**src/sv/lcsat_pkg.sv**
```systemverilog
package lcsat_pkg;

	localparam int SAMPLE_W   = 24;
	localparam int OFFSET_W   = 25;
	localparam int COUNT_W    = 8;
	localparam int GAIN_W     = 32;
	localparam int FRAC_W     = 16;
	localparam int CORR_W     = 27;
	localparam int SUM_W      = 36;
	localparam int UNITS_W    = CORR_W + GAIN_W - FRAC_W;
	localparam int CFG_IDX_W  = 2;
	localparam int CFG_DATA_W = 32;

	localparam int DIV_STEPS = SUM_W;
	localparam int MUL_STEPS = GAIN_W;

	localparam logic [COUNT_W-1:0] TARE_COUNT    = 8'd64;
	localparam logic [COUNT_W-1:0] AVG_COUNT_RST = 8'd1;
	localparam logic [GAIN_W-1:0]  GAIN_RST      = 32'h0001_0000;
	localparam logic [CORR_W-1:0]  MAP_BIAS      = 27'h07F_FFFF;

	localparam logic [CFG_IDX_W-1:0] REG_ZERO_OFFSET   = 2'd0;
	localparam logic [CFG_IDX_W-1:0] REG_AVERAGE_COUNT = 2'd1;
	localparam logic [CFG_IDX_W-1:0] REG_GAIN          = 2'd2;

	typedef logic signed [OFFSET_W-1:0] offset_t;
	typedef logic signed [CORR_W-1:0]   corr_t;
	typedef logic signed [SUM_W-1:0]    sum_t;
	typedef logic signed [UNITS_W-1:0]  units_t;
	typedef logic [COUNT_W-1:0]         count_t;
	typedef logic [GAIN_W-1:0]          gain_t;

	typedef struct packed {
		logic done;
		logic run_end;
		logic kind;
	} acc_stat_t;

endpackage

```
**src/sv/lcsat_if.sv**
```systemverilog
interface lcsat_sample_if import lcsat_pkg::*; ();
	logic                valid;
	logic                ready;
	logic                func;
	logic [SAMPLE_W-1:0] sample_word;

	modport source (output valid, output func, output sample_word, input ready);
	modport sink (input valid, input func, input sample_word, output ready);
endinterface

interface lcsat_result_if import lcsat_pkg::*; ();
	logic   valid;
	logic   ready;
	logic   run_kind;
	corr_t  average_value;
	units_t units_value;

	modport source (output valid, output run_kind, output average_value, output units_value,
		input ready);
	modport sink (input valid, input run_kind, input average_value, input units_value,
		output ready);
endinterface

interface lcsat_cfg_if import lcsat_pkg::*; ();
	logic                  valid;
	logic                  ready;
	logic [CFG_IDX_W-1:0]  index;
	logic [CFG_DATA_W-1:0] data;

	modport source (output valid, output index, output data, input ready);
	modport sink (input valid, input index, input data, output ready);
endinterface

```
**src/sv/load_cell_sample_average_tare_unit.sv**
```systemverilog
// A sample that does not close a run holds the input off until it has been summed.
// A sample that closes a tare run gives its result once the 36-step serial divider is through;
// a measure run also passes through the 32-step serial multiplier.
// The input is taken again once the result sits in the output register.
// Reset clears the sum, count, mode and tare, sets average_count to 1 and gain to 1.0.
module load_cell_sample_average_tare_unit import lcsat_pkg::*; (
	input logic            clk,
	input logic            arst_n,
	lcsat_sample_if.sink   sample_in,
	lcsat_result_if.source result_out,
	lcsat_cfg_if.sink      cfg
);

	typedef enum logic [2:0] {
		ST_IDLE,
		ST_ACC,
		ST_DIV,
		ST_MUL,
		ST_EMIT
	} state_t;

	state_t    state_q;
	logic      out_valid_q;
	logic      out_kind_q;
	corr_t     out_avg_q;
	units_t    out_units_q;
	corr_t     avg_q;
	units_t    units_q;
	offset_t   zero_offset_q;
	count_t    average_count_q;
	gain_t     gain_q;
	corr_t     tare_q;

	acc_stat_t stat;
	sum_t      acc_sum;
	count_t    acc_count;
	logic      take;
	logic      div_start;
	logic      div_done;
	corr_t     div_quo;
	logic      mul_start;
	logic      mul_done;
	units_t    mul_units;

	assign sample_in.ready = (state_q == ST_IDLE);
	assign take            = sample_in.valid & sample_in.ready;
	assign div_start       = (state_q == ST_ACC) & stat.done & stat.run_end;
	assign mul_start       = (state_q == ST_DIV) & div_done & ~stat.kind;
	assign cfg.ready       = 1'b1;

	lcsat_accum u_accum (
		.clk          (clk),
		.arst_n       (arst_n),
		.take         (take),
		.func         (sample_in.func),
		.sample_word  (sample_in.sample_word),
		.zero_offset  (zero_offset_q),
		.tare         (tare_q),
		.average_count(average_count_q),
		.stat         (stat),
		.sum          (acc_sum),
		.count        (acc_count)
	);

	lcsat_div u_div (
		.clk     (clk),
		.arst_n  (arst_n),
		.start   (div_start),
		.dividend(acc_sum),
		.divisor (acc_count),
		.done    (div_done),
		.quotient(div_quo)
	);

	lcsat_mul u_mul (
		.clk         (clk),
		.arst_n      (arst_n),
		.start       (mul_start),
		.multiplicand(div_quo),
		.gain        (gain_q),
		.done        (mul_done),
		.units       (mul_units)
	);

	always_ff @(posedge clk or negedge arst_n) begin
		if (!arst_n) begin
			state_q     <= ST_IDLE;
			out_valid_q <= 1'b0;
			out_kind_q  <= 1'b0;
			out_avg_q   <= '0;
			out_units_q <= '0;
			avg_q       <= '0;
			units_q     <= '0;
		end else begin
			if (result_out.ready && (state_q != ST_EMIT)) begin
				out_valid_q <= 1'b0;
			end
			case (state_q)
				ST_IDLE: begin
					if (take) begin
						state_q <= ST_ACC;
					end
				end
				ST_ACC: begin
					if (stat.done) begin
						state_q <= stat.run_end ? ST_DIV : ST_IDLE;
					end
				end
				ST_DIV: begin
					if (div_done) begin
						avg_q <= div_quo;
						if (stat.kind) begin
							units_q <= '0;
							state_q <= ST_EMIT;
						end else begin
							state_q <= ST_MUL;
						end
					end
				end
				ST_MUL: begin
					if (mul_done) begin
						units_q <= mul_units;
						state_q <= ST_EMIT;
					end
				end
				ST_EMIT: begin
					if (!out_valid_q || result_out.ready) begin
						out_valid_q <= 1'b1;
						out_kind_q  <= stat.kind;
						out_avg_q   <= avg_q;
						out_units_q <= units_q;
						state_q     <= ST_IDLE;
					end
				end
				default: begin
					state_q <= ST_IDLE;
				end
			endcase
		end
	end

	always_ff @(posedge clk or negedge arst_n) begin
		if (!arst_n) begin
			tare_q <= '0;
		end else if ((state_q == ST_DIV) && div_done && stat.kind) begin
			tare_q <= div_quo;
		end
	end

	always_ff @(posedge clk or negedge arst_n) begin
		if (!arst_n) begin
			zero_offset_q   <= '0;
			average_count_q <= AVG_COUNT_RST;
			gain_q          <= GAIN_RST;
		end else if (cfg.valid && cfg.ready) begin
			case (cfg.index)
				REG_ZERO_OFFSET:   zero_offset_q   <= offset_t'(cfg.data[OFFSET_W-1:0]);
				REG_AVERAGE_COUNT: average_count_q <= cfg.data[COUNT_W-1:0];
				REG_GAIN:          gain_q          <= cfg.data[GAIN_W-1:0];
				default: begin
				end
			endcase
		end
	end

	assign result_out.valid         = out_valid_q;
	assign result_out.run_kind      = out_kind_q;
	assign result_out.average_value = out_avg_q;
	assign result_out.units_value   = out_units_q;

endmodule

```
**src/sv/lcsat_accum.sv**
```systemverilog
module lcsat_accum import lcsat_pkg::*; (
	input  logic                clk,
	input  logic                arst_n,
	input  logic                take,
	input  logic                func,
	input  logic [SAMPLE_W-1:0] sample_word,
	input  offset_t             zero_offset,
	input  corr_t               tare,
	input  count_t              average_count,
	output acc_stat_t           stat,
	output sum_t                sum,
	output count_t              count
);

	logic   step_s1;
	logic   restart_s1;
	corr_t  corr_s1;
	logic   mode_q;
	sum_t   sum_q;
	count_t cnt_q;
	logic   done_q;
	logic   end_q;

	logic [CORR_W-1:0] mapped;
	corr_t             corr_next;
	sum_t              sum_next;
	count_t            cnt_next;
	count_t            target;
	logic              run_end;

	always_comb begin
		if (sample_word[SAMPLE_W-1]) begin
			mapped = {{(CORR_W-SAMPLE_W+1){1'b0}}, sample_word[SAMPLE_W-2:0]};
		end else begin
			mapped = CORR_W'(sample_word) + MAP_BIAS;
		end
		corr_next = corr_t'(mapped) - CORR_W'(zero_offset) - (func ? corr_t'(0) : tare);
		sum_next  = (restart_s1 ? sum_t'(0) : sum_q) + SUM_W'(corr_s1);
		cnt_next  = (restart_s1 ? count_t'(0) : cnt_q) + count_t'(1);
		target    = mode_q ? TARE_COUNT : average_count;
		run_end   = (cnt_next != count_t'(0)) && (cnt_next >= target);
	end

	always_ff @(posedge clk or negedge arst_n) begin
		if (!arst_n) begin
			step_s1    <= 1'b0;
			restart_s1 <= 1'b0;
			mode_q     <= 1'b0;
			sum_q      <= '0;
			cnt_q      <= '0;
			done_q     <= 1'b0;
			end_q      <= 1'b0;
		end else begin
			step_s1 <= take;
			done_q  <= step_s1;
			end_q   <= step_s1 & run_end;
			if (take) begin
				mode_q     <= func;
				restart_s1 <= (func != mode_q);
			end
			if (step_s1) begin
				sum_q <= sum_next;
				cnt_q <= cnt_next;
			end else if (end_q) begin
				sum_q <= '0;
				cnt_q <= '0;
			end
		end
	end

	always_ff @(posedge clk) begin
		if (take) begin
			corr_s1 <= corr_next;
		end
	end

	assign stat  = '{done: done_q, run_end: end_q, kind: mode_q};
	assign sum   = sum_q;
	assign count = cnt_q;

endmodule

```
**src/sv/lcsat_div.sv**
```systemverilog
module lcsat_div import lcsat_pkg::*; (
	input  logic   clk,
	input  logic   arst_n,
	input  logic   start,
	input  sum_t   dividend,
	input  count_t divisor,
	output logic   done,
	output corr_t  quotient
);

	localparam int STEP_W = $clog2(DIV_STEPS);

	logic              busy_q;
	logic              fin_q;
	logic              done_q;
	logic [STEP_W-1:0] step_q;
	logic              neg_q;
	logic [SUM_W-1:0]  dvd_q;
	count_t            dsr_q;
	count_t            rem_q;
	logic [CORR_W-1:0] quo_q;
	corr_t             quotient_q;

	logic [SUM_W-1:0]   magnitude;
	logic [COUNT_W:0]   trial;
	logic [COUNT_W:0]   diff;
	logic               fits;

	always_comb begin
		magnitude = dividend[SUM_W-1] ? SUM_W'(-dividend) : SUM_W'(dividend);
		trial     = {rem_q, dvd_q[SUM_W-1]};
		diff      = trial - {1'b0, dsr_q};
		fits      = (trial >= {1'b0, dsr_q});
	end

	always_ff @(posedge clk or negedge arst_n) begin
		if (!arst_n) begin
			busy_q <= 1'b0;
			fin_q  <= 1'b0;
			done_q <= 1'b0;
			step_q <= '0;
		end else begin
			fin_q  <= busy_q & ~start & (step_q == '0);
			done_q <= fin_q;
			if (start) begin
				busy_q <= 1'b1;
				step_q <= STEP_W'(DIV_STEPS - 1);
			end else if (busy_q) begin
				if (step_q == '0) begin
					busy_q <= 1'b0;
				end else begin
					step_q <= step_q - STEP_W'(1);
				end
			end
		end
	end

	always_ff @(posedge clk) begin
		if (start) begin
			dvd_q <= magnitude;
			dsr_q <= divisor;
			rem_q <= '0;
			quo_q <= '0;
			neg_q <= dividend[SUM_W-1];
		end else if (busy_q) begin
			dvd_q <= {dvd_q[SUM_W-2:0], 1'b0};
			rem_q <= fits ? diff[COUNT_W-1:0] : trial[COUNT_W-1:0];
			quo_q <= {quo_q[CORR_W-2:0], fits};
		end
		if (fin_q) begin
			quotient_q <= neg_q ? corr_t'(-quo_q) : corr_t'(quo_q);
		end
	end

	assign done     = done_q;
	assign quotient = quotient_q;

endmodule

```
**src/sv/lcsat_mul.sv**
```systemverilog
module lcsat_mul import lcsat_pkg::*; (
	input  logic   clk,
	input  logic   arst_n,
	input  logic   start,
	input  corr_t  multiplicand,
	input  gain_t  gain,
	output logic   done,
	output units_t units
);

	localparam int STEP_W = $clog2(MUL_STEPS);

	logic              busy_q;
	logic              done_q;
	logic [STEP_W-1:0] step_q;
	corr_t             a_q;
	gain_t             g_q;
	logic [CORR_W:0]   p_q;
	logic [GAIN_W-1:0] lo_q;

	logic [CORR_W:0] addend;
	logic [CORR_W:0] psum;

	always_comb begin
		addend = g_q[0] ? {a_q[CORR_W-1], a_q} : '0;
		psum   = p_q + addend;
	end

	always_ff @(posedge clk or negedge arst_n) begin
		if (!arst_n) begin
			busy_q <= 1'b0;
			done_q <= 1'b0;
			step_q <= '0;
		end else begin
			done_q <= busy_q & ~start & (step_q == '0);
			if (start) begin
				busy_q <= 1'b1;
				step_q <= STEP_W'(MUL_STEPS - 1);
			end else if (busy_q) begin
				if (step_q == '0) begin
					busy_q <= 1'b0;
				end else begin
					step_q <= step_q - STEP_W'(1);
				end
			end
		end
	end

	always_ff @(posedge clk) begin
		if (start) begin
			a_q  <= multiplicand;
			g_q  <= gain;
			p_q  <= '0;
			lo_q <= '0;
		end else if (busy_q) begin
			p_q  <= {psum[CORR_W], psum[CORR_W:1]};
			lo_q <= {psum[0], lo_q[GAIN_W-1:1]};
			g_q  <= {1'b0, g_q[GAIN_W-1:1]};
		end
	end

	assign done  = done_q;
	assign units = {p_q[CORR_W-1:0], lo_q[GAIN_W-1:FRAC_W]};

endmodule

```
**src/flat_wrapper.sv**
```systemverilog
// flat-port wrapper written by rule: the top's interface ports become plain ports
module load_cell_sample_average_tare_unit_flat import lcsat_pkg::*;
  (clk, arst_n, sample_in_valid, sample_in_func, sample_in_sample_word, sample_in_ready, result_out_valid, result_out_run_kind, result_out_average_value, result_out_units_value, result_out_ready, cfg_valid, cfg_index, cfg_data, cfg_ready);
  lcsat_sample_if sample_in_i ();
  lcsat_result_if result_out_i ();
  lcsat_cfg_if cfg_i ();
  input logic clk;
  input logic arst_n;
  input wire logic [$bits(sample_in_i.valid)-1:0] sample_in_valid;
  input wire logic [$bits(sample_in_i.func)-1:0] sample_in_func;
  input wire logic [$bits(sample_in_i.sample_word)-1:0] sample_in_sample_word;
  output wire logic [$bits(sample_in_i.ready)-1:0] sample_in_ready;
  output wire logic [$bits(result_out_i.valid)-1:0] result_out_valid;
  output wire logic [$bits(result_out_i.run_kind)-1:0] result_out_run_kind;
  output wire logic [$bits(result_out_i.average_value)-1:0] result_out_average_value;
  output wire logic [$bits(result_out_i.units_value)-1:0] result_out_units_value;
  input wire logic [$bits(result_out_i.ready)-1:0] result_out_ready;
  input wire logic [$bits(cfg_i.valid)-1:0] cfg_valid;
  input wire logic [$bits(cfg_i.index)-1:0] cfg_index;
  input wire logic [$bits(cfg_i.data)-1:0] cfg_data;
  output wire logic [$bits(cfg_i.ready)-1:0] cfg_ready;
  assign sample_in_i.valid = sample_in_valid;
  assign sample_in_i.func = sample_in_func;
  assign sample_in_i.sample_word = sample_in_sample_word;
  assign sample_in_ready = sample_in_i.ready;
  assign result_out_valid = result_out_i.valid;
  assign result_out_run_kind = result_out_i.run_kind;
  assign result_out_average_value = result_out_i.average_value;
  assign result_out_units_value = result_out_i.units_value;
  assign result_out_i.ready = result_out_ready;
  assign cfg_i.valid = cfg_valid;
  assign cfg_i.index = cfg_index;
  assign cfg_i.data = cfg_data;
  assign cfg_ready = cfg_i.ready;
  load_cell_sample_average_tare_unit u_core (.clk(clk), .arst_n(arst_n), .sample_in(sample_in_i), .result_out(result_out_i), .cfg(cfg_i));
endmodule
```
**config.mk**
```make
export PLATFORM = sky130hd
export DESIGN_NAME = load_cell_sample_average_tare_unit_flat
export DESIGN_NICKNAME = d
export VERILOG_FILES = /design/src/sv/lcsat_pkg.sv /design/src/sv/lcsat_if.sv /design/src/sv/load_cell_sample_average_tare_unit.sv /design/src/sv/lcsat_accum.sv /design/src/sv/lcsat_div.sv /design/src/sv/lcsat_mul.sv /design/src/flat_wrapper.sv
export SDC_FILE = /design/constraint.sdc
export NUM_CORES = 1
export LEC_CHECK = 0
export ABC_AREA = 0
export ABC_CLOCK_PERIOD_IN_PS = 5350
export BUFFER_PORTS_ARGS = -buffer_cell sky130_fd_sc_hd__clkbuf_2
export CAP_MARGIN = 20
export CORE_ASPECT_RATIO = 0.5
export CORE_MARGIN = 2
export CORE_UTILIZATION = 43
export DETAILED_ROUTE_END_ITERATION = 12
export GPL_ROUTABILITY_DRIVEN = 1
export GPL_TIMING_DRIVEN = 1
export SYNTH_ARGS = -nofsm -noshare
export SYNTH_HDL_FRONTEND = slang
export SYNTH_HIERARCHICAL = 1
export SYNTH_SLANG_ARGS = --single-unit
```
**constraint.sdc**
```tcl
create_clock -name clk -period 5.35 [get_ports clk]
set_input_delay 0.2675 -clock clk [delete_from_list [all_inputs] [get_ports clk]]
set_output_delay 0.2675 -clock clk [all_outputs]
set_load 0.01 [all_outputs]
```
==> impl_metrics.env, run 1 <==
export IMPL_insertedDiodeCount=0
export IMPL_hold_depth=2
export IMPL_grt_antenna_before_repair=0
export IMPL_fp_dieArea_um2=69600
export IMPL_vertical_extent_of_the_die_um=188
export IMPL_fraction_of_the_mapped_netlist_area_in_compound_gates=0.121
export IMPL_antenna_violating_nets_post_route=0
export IMPL_post_place_cells=3515
export IMPL_power_total_mw=11.2
export IMPL_clockBufferDepth=3
export IMPL_h_tree_depth=2
export IMPL_setup_repair_after_global_routing_missed_its_margin="false"
export IMPL_layout_cells_non_filler=3644
export IMPL_post_cts_resized=0
export IMPL_routed_wirelength_um=68800
export IMPL_yosys_cell_count_top_type="sky130_fd_sc_hd__dfrtp_1"
export IMPL_worst_skew_pair_late_latency_ps=600
export IMPL_globalRouteTotalUtil=0.198
export IMPL_power_switching_share=0.309
export IMPL_timing_max_slew_rel_slack=0.357
export IMPL_cts_root_buffer_cell="sky130_fd_sc_hd__clkbuf_16"
export IMPL_clock_sinks=538
export IMPL_detailroute_wirelength_met3_um=2840
export IMPL_power_internal_mw=7.75
export IMPL_timing_hold_ws_ps=17.1
export IMPL_grt_remaining_overflow=0
export IMPL_synth_warn=6
export IMPL_max_fanout_on_critical_path=6
export IMPL_power_sequential_fraction=0.434
export IMPL_outcome="finished clean"
export IMPL_synth_adder_area_share=0.0688
export IMPL_yosys_area_top_type="sky130_fd_sc_hd__dfrtp_1"
export IMPL_synth_cells=2578
export IMPL_p_leak_nw=14.2
export IMPL_timing_critical_path_to_type="flop"
export IMPL_via_count=19874
export IMPL_tightestPinTransition_ps=965
export IMPL_synth_net_count=2784
export IMPL_finalNetCount=2910
export IMPL_report_final_setup_viol=0
export IMPL_synth_seq_area_share=0.479
export IMPL_worstSetupStartpointType="input pin"
export IMPL_yosys_most_used_dff="sky130_fd_sc_hd__dfrtp_1"
export IMPL_wl_met2_um=31500
export IMPL_hold_class="in2reg"
export IMPL_power_clock_fraction=0.335
export IMPL_main_combinational_cell_family_by_area_after_synthesis="simple AND/OR/NAND/NOR gates"
export IMPL_synth_edf_count=158
export IMPL_place_port_buffers=136
export IMPL_drt_first_pass_iters=8
export IMPL_synthesis_area_um2=29000
export IMPL_vias_per_cell=5.45
export IMPL_maximum_number_of_pins_on_one_net_before_global_route_repair=144
export IMPL_route_detailed_wl_per_inst_um=18.9
export IMPL_finalCriticalPeriod_ps=4370
export IMPL_post_route_cells_drive_above_1_share=0.185
export IMPL_start_util=0.434
export IMPL_powerDensity_nw_per_um2=345
export IMPL_clock_tree_from_tritoncts="done"
export IMPL_synth_cells_most_frequent="sky130_fd_sc_hd__dfrtp_1, sky130_fd_sc_hd__nor2_1, sky130_fd_sc_hd__edfxtp_1"
export IMPL_floorplan_die_width_um=371
export IMPL_topmost_layer_with_routed_signal_wires="met4"
export IMPL_cts_buffers=51
export IMPL_synthToLayoutAreaGrowth_pct=12.1
export IMPL_post_synth_num_cell_types=105
export IMPL_yosys_area_top_type_share=0.259
export IMPL_finalWeightedCongestion=0.874
export IMPL_post_cts_buffers=0
export IMPL_power_net_switching_mw=3.46
export IMPL_row_count=67
export IMPL_critical_path_arrival_ps=4710
export IMPL_grt_pass1_vias=19395
export IMPL_dpl_hpwl_um=47900
export IMPL_vdd_ir_drop_max_mv=0.250
export IMPL_design_core_area_um2=66800
export IMPL_share_of_flip_flops_with_an_asynchronous_set_or_reset_after_synthesis=0.561
export IMPL_yosys_register_bits=538
export IMPL_drc_errors=0
export IMPL_finalSetupTns_ps=0
export IMPL_max_cap_violations=0
export IMPL_synth_area_per_cell_um2=11.2
export IMPL_comb_power_share=0.231
export IMPL_crit_required_ps=5690
export IMPL_post_dp_area_um2=30400
export IMPL_m1WireLength_um=33400
export IMPL_grt_pass1_wl_um=111000
export IMPL_yosys_area_share_simple=0.137
export IMPL_maxClockFrequency_mhz=229
export IMPL_first_iter_violations=1464
export IMPL_path_class="in2reg"
export IMPL_layout_cell_area_non_filler_um2=32500
export IMPL_synth_xor_xnor_area_share=0.0457
export IMPL_synth_area_mux_share=0.115
export IMPL_floorplan_io_pins=138
export IMPL_timing_max_transition_violations_final=0
export IMPL_period_share=0.817
export IMPL_path_clk_slew_ps=60
export IMPL_ys_top_cells_by_area="sky130_fd_sc_hd__dfrtp_1, sky130_fd_sc_hd__edfxtp_1, sky130_fd_sc_hd__mux2_2"
export IMPL_timing_reg2reg_worst_path_depth=12
export IMPL_final_setup_skew_ps=14.2
export IMPL_final_hold_violation_count=0
-- kinds of logic (layout without fill, tap and decap cells) --
kind of cell,after synthesis,in the layout
and+or+nand+nor,737,737
DFF,538,538
AOI/OAI and AO/OA,520,520
muxes,280,280
buffers and inverters,208,377
xor gates and xnor gates,151,151
adders and majority gates,142,142
other,2,2
-- sequential cells by signal, indices dropped and copies added (netlist names), 32 cells and up --
name                           flops
u_core/gain_q                     32
u_core/result_out.units_value     43
u_core/u_accum/sum                36
u_core/u_div/dvd_q                36
u_core/u_mul/g_q                  32
u_core/units_q                    43
-- power by group through the flow --
stage	Clock, mW	Combinational, mW	Sequential, mW
final	3.75	2.59	4.86
after global routing	4.05	2.89	4.90
after CTS	3.86	2.58	4.86
after detailed placement	0	2.53	4.94
after global placement	0	2.51	4.93
after floorplan	0	2.02	4.78
-- layout by cell type, fill, tap and decap left out, drive strengths merged, types with 78 or more instances in the layout --
| master | instances |
|---|---|
| a21oi | 139 |
| clkbuf | 215 |
| dfrtp | 300 |
| dfxtp | 78 |
| edfxtp | 158 |
| ha | 113 |
| inv | 87 |
| mux2 | 223 |
| nand2 | 145 |
| nand2b | 84 |
| nor2 | 179 |
| o21ai | 118 |
| xnor2 | 87 |
-- layout make-up --
class,instances,area [µm²]
repair buffers,195,1250
inverters,86,323
clock inverters,16,168
well taps,897,1120
fillers,6038,34300
multi-input cells,1832,14200
clock buffers,80,1570
flip-flops and latches,538,13900
-- repair_timing --
action	in CTS	in global routing
endpoints found under the hold margin	96	0
hold buffers	32	0
setup endpoints to repair	0	0
-- worst max-delay path, stage by stage --
cell and delay (ps):
sky130_fd_sc_hd__clkbuf_2 110, sky130_fd_sc_hd__nor4_2 490, sky130_fd_sc_hd__or4b_2 720, sky130_fd_sc_hd__nor4_1 260, sky130_fd_sc_hd__xor2_1 230, sky130_fd_sc_hd__fa_1 450, sky130_fd_sc_hd__ha_1 410, sky130_fd_sc_hd__and4_1 240
sky130_fd_sc_hd__and2_1 130, sky130_fd_sc_hd__nand4_1 130, sky130_fd_sc_hd__a311o_1 330, sky130_fd_sc_hd__o21bai_1 200, sky130_fd_sc_hd__nand2b_1 80, sky130_fd_sc_hd__a21oi_1 290, sky130_fd_sc_hd__o221ai_1 200, sky130_fd_sc_hd__xnor2_1 160
-- per-stage QoR --
step                setup slack (ps)   util
floorplan                       1030      -
global placement                 471  0.455
detailed placement               436  0.455
CTS                             1080  0.486
global route                     746  0.486
finish                           982  0.486
-- routing by layer --
| metal | up-vias | track usage |
|---|---|---|
| met4 | 0 | 0.0375 |
| met1 | 9839 | 0.295 |
| li1 | 9583 | - |
| met2 | 368 | 0.311 |
| met5 | - | 0 |
| met3 | 84 | 0.0242 |
-- worst paths after layout --
| check | from | slack, ps | to |
|---|---|---|---|
| min in group asynchronous | arst_n | 100 | u_core/u_accum/sum[17] |
| max in group asynchronous | arst_n | 4160 | u_core/units_q[29] |
| max reg2reg | u_core/u_accum/restart_s1 | 1640 | u_core/u_accum/sum[30] |
| min reg2reg | u_core/u_div/quotient[24] | 480 | u_core/u_mul/a_q[24] |
| max | sample_in_sample_word[8] | 980 | u_core/u_accum/corr_s1[26] |
| min | cfg_data[0] | 20 | u_core/gain_q[0] |
Note: power is estimated with default switching activity, not from simulation.
==> run 2: changes to the inputs <==
--- a/config.mk
+++ b/config.mk
@@ -6,7 +6,7 @@
 export NUM_CORES = 1
 export LEC_CHECK = 0
 export ABC_AREA = 0
-export ABC_CLOCK_PERIOD_IN_PS = 5350
+export ABC_CLOCK_PERIOD_IN_PS = 4000
 export BUFFER_PORTS_ARGS = -buffer_cell sky130_fd_sc_hd__clkbuf_2
 export CAP_MARGIN = 20
 export CORE_ASPECT_RATIO = 0.5
==> constraint.sdc (replaced) <==
create_clock -name clk -period 4 [get_ports clk]
set_input_delay 0.2 -clock clk [delete_from_list [all_inputs] [get_ports clk]]
set_output_delay 0.2 -clock clk [all_outputs]
set_load 0.01 [all_outputs]
==> run 2 against run 1 <==
Global-route usage is 0.19 points lower. Routed wire length is 0.11% lower. Total power is 36% higher. Clock skew is 12 ps higher. Via count is 0.99% higher. Critical path type unchanged. Worst hold slack better by 140 ps. Sequential share of layout area is 0.79 points lower. Non-clock buffer count is 72 higher. Clock power is 32% higher.
==> impl_metrics.env, run 2 (synthesized netlist as in run 1, its figures left out) <==
export IMPL_outcome="finished clean"
export IMPL_start_util=0.434
export IMPL_setup_repair_after_global_routing_missed_its_margin="true"
export IMPL_grt_antenna_before_repair=1
export IMPL_post_cts_buffers=0
export IMPL_timing_critical_path_to_type="flop"
export IMPL_finalWeightedCongestion=0.881
export IMPL_final_setup_skew_ps=26.3
export IMPL_globalRouteTotalUtil=0.196
export IMPL_antenna_violating_nets_post_route=0
export IMPL_path_clk_slew_ps=70
export IMPL_vias_per_cell=5.40
export IMPL_path_class="in2reg"
export IMPL_floorplan_io_pins=138
export IMPL_via_count=20070
export IMPL_routed_wirelength_um=68700
export IMPL_row_count=67
export IMPL_worst_r2r_endpoint="u_core/u_accum/corr_s1[23]"
export IMPL_timing_max_slew_rel_slack=0.292
export IMPL_grt_pass1_wl_um=110000
export IMPL_vdd_ir_drop_max_mv=0.334
export IMPL_critical_path_arrival_ps=4180
export IMPL_crit_required_ps=4360
export IMPL_timing_reg2reg_worst_path_depth=12
export IMPL_tightestPinTransition_ps=1060
export IMPL_synthToLayoutAreaGrowth_pct=14.3
export IMPL_highest_count_cells_in_the_layout_ignoring_fill_and_taps="sky130_fd_sc_hd__dfrtp_1, sky130_fd_sc_hd__nor2_1, sky130_fd_sc_hd__edfxtp_1"
export IMPL_report_final_setup_viol=0
export IMPL_drc_errors=0
export IMPL_first_iter_violations=1259
export IMPL_vertical_extent_of_the_die_um=188
export IMPL_cts_buffers=50
export IMPL_p_leak_nw=14.5
export IMPL_finalNetCount=2981
export IMPL_h_tree_depth=2
export IMPL_final_hold_violation_count=0
export IMPL_hold_class="in2async"
export IMPL_place_port_buffers=136
export IMPL_worstSetupStartpointType="input pin"
export IMPL_maxClockFrequency_mhz=262
export IMPL_cts_root_buffer_cell="sky130_fd_sc_hd__clkbuf_16"
export IMPL_max_cap_violations=0
export IMPL_finalCriticalPeriod_ps=3820
export IMPL_dpl_hpwl_um=48400
export IMPL_reg2reg_setup_slack_ps=600
export IMPL_layout_cells_most_common="sky130_fd_sc_hd__dfrtp_1"
export IMPL_grt_pass1_vias=19786
export IMPL_clock_sinks=538
export IMPL_maximum_number_of_pins_on_one_net_before_global_route_repair=105
export IMPL_floorplan_die_width_um=371
export IMPL_timing_max_transition_violations_final=0
export IMPL_timing_rr_start="u_core/tare_q[6]"
export IMPL_fp_dieArea_um2=69600
export IMPL_design_core_area_um2=66800
export IMPL_max_fanout_on_critical_path=3
export IMPL_drt_first_pass_iters=6
export IMPL_post_route_cells_drive_above_1_share=0.209
export IMPL_finalSetupTns_ps=0
export IMPL_clockBufferDepth=3
export IMPL_worst_skew_pair_late_latency_ps=620
export IMPL_clock_tree_from_tritoncts="done"
export IMPL_n_fill_cell=5986
export IMPL_grt_remaining_overflow=0
export IMPL_power_total_mw=15.2
export IMPL_powerDensity_nw_per_um2=459
export IMPL_period_share=0.954
export IMPL_route_detailed_wl_per_inst_um=18.5
[run 2: changes by cell type in the layout (fill, tap and decap cells not counted), moves of 3 or more]
cell,delta
sky130_fd_sc_hd__clkinv_1,+7
sky130_fd_sc_hd__clkbuf_16,-6
sky130_fd_sc_hd__clkinv_2,+6
sky130_fd_sc_hd__bufinv_16,+3
sky130_fd_sc_hd__dlygate4sd3_1,+3
sky130_fd_sc_hd__clkbuf_1,-11
sky130_fd_sc_hd__buf_4,+68
[run 2: metrics by stage]
stage	area (µm²)	utilization	std cells	worst slack, ps	hold WS, ps
finish	33100	0.495	3714	184	162
global route	33100	0.495	3714	-21.2	213
CTS	33100	0.495	3713	127	177
detailed placement	31000	0.465	3585	-507	253
global placement	31000	0.465	3585	-452	249
floorplan	29100	-	2578	-25.4	-95.6
[run 2: how the worst max path moves through the flow]
| stage | startpoint | end | depth (start not counted) |
|---|---|---|---|
| after CTS | sample_in_sample_word[1] | u_core/u_accum/corr_s1[26] | 19 |
| final | sample_in_sample_word[1] | u_core/u_accum/corr_s1[26] | 19 |
| after floorplan | sample_in_sample_word[1] | u_core/u_accum/corr_s1[26] | 18 |
| after global routing | sample_in_sample_word[1] | u_core/u_accum/corr_s1[26] | 19 |
| after global placement | sample_in_sample_word[1] | u_core/u_accum/corr_s1[26] | 19 |
| after detailed placement | sample_in_sample_word[1] | u_core/u_accum/corr_s1[26] | 19 |
[run 2: layout make-up]
cell class	instances	area, µm²	area share
multi-input cells	1832	14300	0.431
flip-flops and latches	538	13900	0.419
repair buffers	267	1810	0.0547
clock buffers	63	1380	0.0418
well taps	897	1120	0.0339
inverters	86	340	0.0103
clock inverters	30	293	0.00885
diodes	1	2.50	0.0000756
[run 2: where the power goes]
| group | total [mW] | switching (mW) | leakage [nW] | internal (mW) |
|---|---|---|---|---|
| combinational | 3.73 | 2.00 | 7.60 | 1.73 |
| clock | 4.94 | 2.21 | 0.829 | 2.73 |
| sequential | 6.53 | 0.500 | 6.11 | 6.03 |
| total | 15.2 | 4.71 | 14.5 | 10.5 |
[run 2: worst max-delay path, cell delays in order]
cell and delay (ps):
sky130_fd_sc_hd__clkbuf_2 150, sky130_fd_sc_hd__inv_12 70, sky130_fd_sc_hd__ha_4 110, sky130_fd_sc_hd__nor2b_4 130, sky130_fd_sc_hd__nand2b_1 80, sky130_fd_sc_hd__or4b_4 520, sky130_fd_sc_hd__nor4_4 320, sky130_fd_sc_hd__xor2_2 190
sky130_fd_sc_hd__fa_1 480, sky130_fd_sc_hd__ha_4 290, sky130_fd_sc_hd__and4_1 220, sky130_fd_sc_hd__and2_1 140, sky130_fd_sc_hd__nand4_1 140, sky130_fd_sc_hd__a311o_1 360, sky130_fd_sc_hd__o21bai_1 200, sky130_fd_sc_hd__nand2b_1 120
sky130_fd_sc_hd__a21oi_4 180, sky130_fd_sc_hd__o221ai_2 120, sky130_fd_sc_hd__xnor2_1 140
[run 2: repair_timing]
action | CTS | global route
endpoints found under the hold margin | 147 | 0
setup endpoints to repair | 0 | 4
hold buffers | 35 | 0
gates resized for setup | 0 | 4
[run 2: per-layer routing]
metal | GRT usage | vias up | part of all wire
met5 | 0 | - | 0
met4 | 0.0470 | 0 | 0.020
met3 | 0.0284 | 83 | 0.045
met2 | 0.311 | 355 | 0.46
met1 | 0.283 | 9910 | 0.48
li1 | - | 9722 | -
